[config.mk]
export PLATFORM = sky130hd
export DESIGN_NAME = sorted_count_table_core
export DESIGN_NICKNAME = d
export VERILOG_FILES = /design/src/sct_pkg.sv /design/src/sorted_count_table_core.sv /design/src/sct_ram.sv
export SDC_FILE = /design/constraint.sdc
export NUM_CORES = 1
export LEC_CHECK = 0
export BUFFER_PORTS_ARGS = -buffer_cell sky130_fd_sc_hd__buf_4
export CAP_MARGIN = 15
export CORE_ASPECT_RATIO = 0.9
export CORE_UTILIZATION = 62
export DETAILED_ROUTE_END_ITERATION = 10
export PLACE_DENSITY = 0.79
export SKIP_LAST_GASP = 1
export SYNTH_ARGS = -nofsm -noshare
export SYNTH_HDL_FRONTEND = slang
export SYNTH_SLANG_ARGS = --single-unit
[constraint.sdc]
create_clock -name i_clk -period 9.72 [get_ports i_clk]
set_input_delay 0.972 -clock i_clk [delete_from_list [all_inputs] [get_ports i_clk]]
set_output_delay 0.972 -clock i_clk [all_outputs]
set_load 0.005 [all_outputs]
[src/sct_pkg.sv]
package sct_pkg;

    localparam int KEY_W = 32;
    localparam int CNT_W = 16;
    localparam int DK_W  = 5;
    localparam int DEFAULT_TABLE_DEPTH = 16;

    localparam logic [CNT_W-1:0] COUNT_MAX = {CNT_W{1'b1}};

    localparam logic OP_INSERT = 1'b0;
    localparam logic OP_REMOVE = 1'b1;

    localparam logic [1:0] STS_DONE      = 2'd0;
    localparam logic [1:0] STS_NOT_FOUND = 2'd1;
    localparam logic [1:0] STS_FULL      = 2'd2;

    typedef struct packed {
        logic                    opcode;
        logic signed [KEY_W-1:0] key;
    } t_req;

    typedef struct packed {
        logic [1:0]      status;
        logic [DK_W-1:0] distinct_keys;
    } t_rsp;

    // One table entry as held in the entry memory.
    typedef struct packed {
        logic signed [KEY_W-1:0] key;
        logic [CNT_W-1:0]        count;
    } t_entry;

endpackage

[src/sorted_count_table_core.sv]
// Sorted table of distinct signed keys, each with a 16-bit occurrence count.
//
// Requests arrive on i_valid/i_req and are taken at a rising edge where
// i_valid is high and o_stall is low. An insert adds one to the count of a
// key already held (saturating at the count maximum) or places a new key in
// ascending order with count one; a full table answers with the full status.
// A remove takes one from the count and deletes the entry when it reaches
// zero; an absent key answers with the not-found status. Every request gives
// one response on o_valid/o_rsp with the status and the number of distinct
// keys held afterwards.
//
// One request is worked at a time. The search reads and then compares one
// entry at a time from the bottom; an insert or delete moves each entry above
// the position with a read and then a write, and a new key is then written at
// its place. The entries examined and the entries moved never number more
// than TABLE_DEPTH together. o_stall is high from acceptance until the
// response enters the output register, so the next request can be taken as
// soon as o_valid rises. A stalled response waits there and keeps the next
// response in the finish step. Reset empties the table at once.
module sorted_count_table_core #(
    parameter int TABLE_DEPTH = sct_pkg::DEFAULT_TABLE_DEPTH
) (
    input  logic          i_clk,
    input  logic          i_rst_n,
    input  logic          i_valid,
    input  sct_pkg::t_req i_req,
    output logic          o_stall,
    output logic          o_valid,
    output sct_pkg::t_rsp o_rsp,
    input  logic          i_stall
);

    localparam int AW = $clog2(TABLE_DEPTH);
    localparam int CW = $clog2(TABLE_DEPTH + 1);
    localparam logic [CW-1:0] DEPTH_C = CW'(TABLE_DEPTH);

    // Sequencer states.
    localparam logic [2:0] ST_IDLE = 3'd0;  // waiting for a request
    localparam logic [2:0] ST_SRD  = 3'd1;  // read the entry at the search position
    localparam logic [2:0] ST_SCMP = 3'd2;  // compare that entry with the key
    localparam logic [2:0] ST_DEC  = 3'd3;  // decide what the request does
    localparam logic [2:0] ST_SHRD = 3'd4;  // read the entry to be moved
    localparam logic [2:0] ST_SHWR = 3'd5;  // write it one place up or down
    localparam logic [2:0] ST_INS  = 3'd6;  // write the new key at its place
    localparam logic [2:0] ST_FIN  = 3'd7;  // hand the response to the output

    logic [2:0]                      r_state, n_state;
    logic                            r_op, n_op;
    logic signed [sct_pkg::KEY_W-1:0] r_key, n_key;
    logic [CW-1:0]                   r_pos, n_pos;
    logic [CW-1:0]                   r_idx, n_idx;
    logic [CW-1:0]                   r_used, n_used;
    logic                            r_found, n_found;
    logic [sct_pkg::CNT_W-1:0]       r_cnt, n_cnt;
    logic [1:0]                      r_status, n_status;
    logic                            r_out_valid, n_out_valid;
    sct_pkg::t_rsp                   r_rsp, n_rsp;

    logic            w_we;
    logic [AW-1:0]   w_waddr;
    logic [AW-1:0]   w_raddr;
    sct_pkg::t_entry w_wdata;
    sct_pkg::t_entry w_rdata;
    logic            w_accept;
    logic            w_load;

    sct_ram #(
        .DEPTH (TABLE_DEPTH),
        .AW    (AW)
    ) u_ram (
        .i_clk   (i_clk),
        .i_we    (w_we),
        .i_waddr (w_waddr),
        .i_wdata (w_wdata),
        .i_raddr (w_raddr),
        .o_rdata (w_rdata)
    );

    assign o_stall  = (r_state != ST_IDLE);
    assign w_accept = i_valid && !o_stall;
    // The response enters the output register once that register is free
    // or is being emptied in this same cycle.
    assign w_load   = (r_state == ST_FIN) && (!r_out_valid || !i_stall);

    always_comb begin
        n_state  = r_state;
        n_op     = r_op;
        n_key    = r_key;
        n_pos    = r_pos;
        n_idx    = r_idx;
        n_used   = r_used;
        n_found  = r_found;
        n_cnt    = r_cnt;
        n_status = r_status;
        w_we     = 1'b0;
        w_waddr  = r_idx[AW-1:0];
        w_wdata  = w_rdata;
        w_raddr  = r_pos[AW-1:0];

        unique case (r_state)
            ST_IDLE: begin
                if (w_accept) begin
                    n_op     = i_req.opcode;
                    n_key    = i_req.key;
                    n_pos    = '0;
                    n_found  = 1'b0;
                    n_status = sct_pkg::STS_DONE;
                    n_state  = (r_used == '0) ? ST_DEC : ST_SRD;
                end
            end
            ST_SRD: begin
                w_raddr = r_pos[AW-1:0];
                n_state = ST_SCMP;
            end
            ST_SCMP: begin
                // Stop at the first entry whose key is not below the request key.
                if (w_rdata.key < r_key) begin
                    n_pos   = r_pos + CW'(1);
                    n_state = (r_pos + CW'(1) == r_used) ? ST_DEC : ST_SRD;
                end else begin
                    n_found = (w_rdata.key == r_key);
                    n_cnt   = w_rdata.count;
                    n_state = ST_DEC;
                end
            end
            ST_DEC: begin
                n_state = ST_FIN;
                if (r_op == sct_pkg::OP_INSERT) begin
                    if (r_found) begin
                        w_we          = 1'b1;
                        w_waddr       = r_pos[AW-1:0];
                        w_wdata.key   = r_key;
                        w_wdata.count = (r_cnt == sct_pkg::COUNT_MAX) ? r_cnt
                                                                      : r_cnt + 1'b1;
                    end else if (r_used == DEPTH_C) begin
                        n_status = sct_pkg::STS_FULL;
                    end else if (r_used == r_pos) begin
                        n_state = ST_INS;
                    end else begin
                        n_idx   = r_used;
                        n_state = ST_SHRD;
                    end
                end else begin
                    if (!r_found) begin
                        n_status = sct_pkg::STS_NOT_FOUND;
                    end else if (r_cnt > sct_pkg::CNT_W'(1)) begin
                        w_we          = 1'b1;
                        w_waddr       = r_pos[AW-1:0];
                        w_wdata.key   = r_key;
                        w_wdata.count = r_cnt - 1'b1;
                    end else if (r_pos + CW'(1) == r_used) begin
                        // Deleting the top entry needs no move.
                        n_used = r_used - CW'(1);
                    end else begin
                        n_idx   = r_pos;
                        n_state = ST_SHRD;
                    end
                end
            end
            ST_SHRD: begin
                // Insert opens a gap by moving entries up, from the top down;
                // delete closes one by moving entries down, from the gap up.
                if (r_op == sct_pkg::OP_INSERT) begin
                    w_raddr = AW'(r_idx - CW'(1));
                end else begin
                    w_raddr = AW'(r_idx + CW'(1));
                end
                n_state = ST_SHWR;
            end
            ST_SHWR: begin
                w_we    = 1'b1;
                w_waddr = r_idx[AW-1:0];
                w_wdata = w_rdata;
                if (r_op == sct_pkg::OP_INSERT) begin
                    if (r_idx - CW'(1) == r_pos) begin
                        n_state = ST_INS;
                    end else begin
                        n_idx   = r_idx - CW'(1);
                        n_state = ST_SHRD;
                    end
                end else begin
                    if (r_idx + CW'(2) == r_used) begin
                        n_used  = r_used - CW'(1);
                        n_state = ST_FIN;
                    end else begin
                        n_idx   = r_idx + CW'(1);
                        n_state = ST_SHRD;
                    end
                end
            end
            ST_INS: begin
                w_we          = 1'b1;
                w_waddr       = r_pos[AW-1:0];
                w_wdata.key   = r_key;
                w_wdata.count = sct_pkg::CNT_W'(1);
                n_used        = r_used + CW'(1);
                n_state       = ST_FIN;
            end
            ST_FIN: begin
                if (w_load) begin
                    n_state = ST_IDLE;
                end
            end
            default: begin
                n_state = ST_IDLE;
            end
        endcase
    end

    always_comb begin
        n_out_valid = i_stall ? r_out_valid : 1'b0;
        n_rsp       = r_rsp;
        if (w_load) begin
            n_out_valid         = 1'b1;
            n_rsp.status        = r_status;
            // The field is five bits; a deeper table reports the count modulo 32.
            n_rsp.distinct_keys = sct_pkg::DK_W'(r_used);
        end
    end

    always_ff @(posedge i_clk) begin
        if (!i_rst_n) begin
            r_state     <= ST_IDLE;
            r_used      <= '0;
            r_out_valid <= 1'b0;
        end else begin
            r_state     <= n_state;
            r_used      <= n_used;
            r_out_valid <= n_out_valid;
        end
    end

    always_ff @(posedge i_clk) begin
        r_op     <= n_op;
        r_key    <= n_key;
        r_pos    <= n_pos;
        r_idx    <= n_idx;
        r_found  <= n_found;
        r_cnt    <= n_cnt;
        r_status <= n_status;
        r_rsp    <= n_rsp;
    end

    assign o_valid = r_out_valid;
    assign o_rsp   = r_rsp;

    // The number of held keys never exceeds the table depth.
    a_used_bound: assert property (@(posedge i_clk) disable iff (!i_rst_n)
        r_used <= DEPTH_C)
        else $error("entry count above table depth");

    // A response appears only after the sequencer has finished a request.
    a_rsp_from_fin: assert property (@(posedge i_clk) disable iff (!i_rst_n)
        $rose(o_valid) |-> $past(r_state) == ST_FIN)
        else $error("response raised outside the finish step");

    // A full status is only reported with the table at its depth.
    a_full_count: assert property (@(posedge i_clk) disable iff (!i_rst_n)
        (o_valid && o_rsp.status == sct_pkg::STS_FULL)
            |-> o_rsp.distinct_keys == sct_pkg::DK_W'(TABLE_DEPTH))
        else $error("full status with room left");

    // An accepted request always starts the sequencer.
    a_accept_busy: assert property (@(posedge i_clk) disable iff (!i_rst_n)
        w_accept |=> r_state != ST_IDLE)
        else $error("accepted request left the sequencer idle");

endmodule

[src/sct_ram.sv]
module sct_ram #(
    parameter int DEPTH = sct_pkg::DEFAULT_TABLE_DEPTH,
    parameter int AW    = $clog2(DEPTH)
) (
    input  logic                 i_clk,
    input  logic                 i_we,
    input  logic [AW-1:0]        i_waddr,
    input  sct_pkg::t_entry      i_wdata,
    input  logic [AW-1:0]        i_raddr,
    output sct_pkg::t_entry      o_rdata
);

    // Simple dual-port entry store with a registered read.
    sct_pkg::t_entry r_mem [DEPTH];
    sct_pkg::t_entry r_rdata;

    always_ff @(posedge i_clk) begin
        if (i_we) begin
            r_mem[i_waddr] <= i_wdata;
        end
        r_rdata <= r_mem[i_raddr];
    end

    assign o_rdata = r_rdata;

endmodule

==> reports/metrics.yaml <==
run_status:
  outcome: "finished clean"
yosys:
  synth_top_cell_by_area: "edfxtp_1"
  yosysTopAreaCellShare: 0.697
  syn_area_um2: 36100
  synth_edf_count: 837
  ys_top_cells_by_area: "edfxtp_1 70%, mux4_2 12%, mux2i_1 4.3%"
  yosysSeqAreaShare: 0.728
  synth_nets: 1939
  yosysMostFrequentCell: "edfxtp_1"
  synth_warnings: 0
  ys_seq_elements: 894
  ys_async_sr_fraction: 0
  synth.top_cells.by_count: "837 x edfxtp_1, 193 x mux4_2, 156 x mux2i_1, 78 x nand2_1, 57 x dfxtp_1"
  synth-main-ff-cell: "edfxtp_1"
  syn_inst: 1857
  synth.distinct_cells: 64
  synth_area_per_cell_um2: 19.4
sta:
  setup_slack_ns: 5.46
  finalHoldViolCount: 0
  rsz0062_at_grt: "no"
  fmax_ghz: 0.235
  slew_viol_final: 0
  period_minus_slack_ns: 4.26
  timing.hold.ws_ns: 0.422
  setup_viol: 0
  fin_worst_skew_ns: 0.0179
  fin_setup_tns_ns: 0
  relSlewSlack: 0.259
  period_share: 0.438
  tightest_slew_ns: 1.11
cells_and_area:
  layout.nets: 2038
  syn2layout_area_growth_pct: 12.2
  design_area_um2: 40500
  n_antenna_cell: 0
  final_util: 0.708
  drive_gt1_frac: 0.228
clock_network:
  ctsLongestPathBuffers: 3
  postCtsSetupBuffers: 0
  clk_latency_ns: 0.64
  root_buffer: "clkbuf_16"
  cts_tree: "built"
  cts_max_level: 3
  clk_pin_slew_worst_paths_ns: 0.06
  cts_hold_buf: 0
  ctsResizeCount: 0
  cts.sinks: 894
  numCtsBuffers: 85
critical_path:
  required_ns: 9.99
  critPathKind: "flop to flop"
  crit_slowest_cell: "mux2i_1"
  cp_top_family: "buffers and inverters"
  crit_path_start_kind: "flop"
  arrival_ns: 4.53
  path_buf_inv: 3
  crit_top_cell: "buf_4"
  path_cells: "inv_1 -> or2_2 -> or2_4 -> a31oi_4 -> buf_4 -> mux2i_1 -> o32ai_4 -> buf_4"
  critical-path-max-stage-delay_ns: 0.87
  critPathMaxFanout: 48
  r2r_slack_ns: 5.46
  rr_worst_depth: 8
  timing.rr.end: "u_ram.r_mem[8][36]"
  crit_path_end_kind: "flop"
  r2r_start: "r_op"
die:
  die_area_um2: 59200
  start_util: 0.630
  rows: 83
  io_pins: 46
  core_area_um2: 57200
  die_h_um: 231
  fp.dieW_um: 256
placement:
  dp_slack_ns: 5.46
  place_area_um2: 37500
  gp_congestion: 0.851
  dp_hpwl_um: 38100
  place.port_buffers: 45
routing:
  routedWlPerCell_um: 27.2
  vias: 18100
  finalWirelength_um: 75900
  drtIter0Drc: 1714
  ant_nets: 0
  vias_per_cell: 6.48
  drc: 0
  drt-pass1-iter-count: 7
pwr:
  ir_drop_mv: 0.312
  p_leak_nw: 13.8
  power_density_nw_per_um2: 306
job:
  cap_violations: 0
global_routing:
  grt_usage: 0.262
  grt_pass1_wl_um: 114000
  grt_max_degree: 125
  grt_remaining_overflow: 0
  antenna_found_initial: 1
  grt_pass1_vias: 18600
worst_hold_path:
  whs_path_depth: 0
  min_to: "o_rsp[6]"
  holdCritStartpoint: "r_status[1]"
  min_path_type: "flop to flop"
[cell families after synthesis]
group	count (synthesis)	share of synthesized area
AND/OR/NAND/NOR	213	0.0300
XOR/XNOR	55	0.0134
flip-flops	894	0.728
adder cells (fa/ha/maj)	45	0.0158
buffers and inverters	147	0.0204
multiplexers	350	0.164
AO/OA/AOI/OAI	153	0.0281
[stage by stage]
step | total power, mW | cells
global placement | 8.81 | 2619
global route | 12.9 | 2792
detailed placement | 8.97 | 2628
floorplan | 8.02 | 1857
finish | 12.4 | 2792
CTS | 12.4 | 2786
[worst reg2reg max path, stage by stage (launching register included)]
cell and delay, ns:
edfxtp_1 0.77, inv_1 0.29, or2_2 0.37, or2_4 0.26, a31oi_4 0.18, buf_4 0.50
mux2i_1 0.87, o32ai_4 0.18, buf_4 0.43
[cell type report]
type	count	area, µm²
flip-flops and latches	894	26300
fillers	3302	16700
multi-input cells	816	9360
clock buffers	111	2320
well taps	765	957
repair buffers	108	812
clock inverters	47	573
inverters	51	191
[worst max path at each step]
stage                          start                 end  slack [ns]  cells past startpoint
final                           r_op  u_ram.r_mem[8][36]        5.46                      8
after global routing      r_state[2]   u_ram.o_rdata[20]        5.15                      8
after CTS                 r_state[2]   u_ram.o_rdata[27]        5.45                      8
after detailed placement  r_state[2]   u_ram.o_rdata[27]        5.46                      8
after global placement    r_state[2]   u_ram.o_rdata[33]        5.57                      8
after floorplan             r_cnt[0]  u_ram.r_mem[12][0]        2.52                      9
[routing by layer]
layer  global-route usage  part of all wire  vias up
met5                    0                 0        -
met4               0.0868             0.029        0
met3               0.0507             0.079      154
met2                0.424              0.49      834
met1                0.365              0.40     9405
li1                     -                 -     7713
[registers in the layout (all words and copies together), names as in the netlist, 5 cells and up]
signal         count
r_idx              5
r_cnt             16
r_key             32
u_ram.o_rdata     48
r_used             5
o_rsp              7
r_pos              5
u_ram.r_mem      768
[placed cells by master (no fill, tap or decap), types with 5 or more instances in the layout]
master,Yosys,layout
dfxtp_1,57,57
mux4_2,193,193
o32ai_4,0,7
edfxtp_1,837,837
nand4_1,9,9
inv_1,51,50
or2_2,5,5
clkbuf_1,40,19
nor2_1,37,37
nor3_1,12,12
a31oi_1,6,6
o221ai_1,7,7
clkbuf_16,0,87
nand3b_1,5,5
xnor2_1,34,34
clkinv_2,0,13
nand2_1,78,78
mux2i_1,156,154
o21ai_1,1,11
o21ai_0,51,41
buf_4,16,99
xor2_1,21,21
nor2b_1,5,5
o22ai_4,0,6
a21o_1,11,11
ha_1,44,44
nand2b_1,8,8
a21oi_1,26,22
nor4_1,7,7
nand3_1,22,22
clkbuf_8,0,6
clkinv_1,0,15
buf_2,26,7
bufinv_16,0,13
[report_power, final]
part | switching (mW) | leakage, nW | internal [mW]
combinational | 2.05 | 4.35 | 1.53
sequential | 0.251 | 8.04 | 5.12
clock | 1.40 | 1.41 | 2.03
total | 3.70 | 13.8 | 8.68
(Power assumes the default switching activity.)
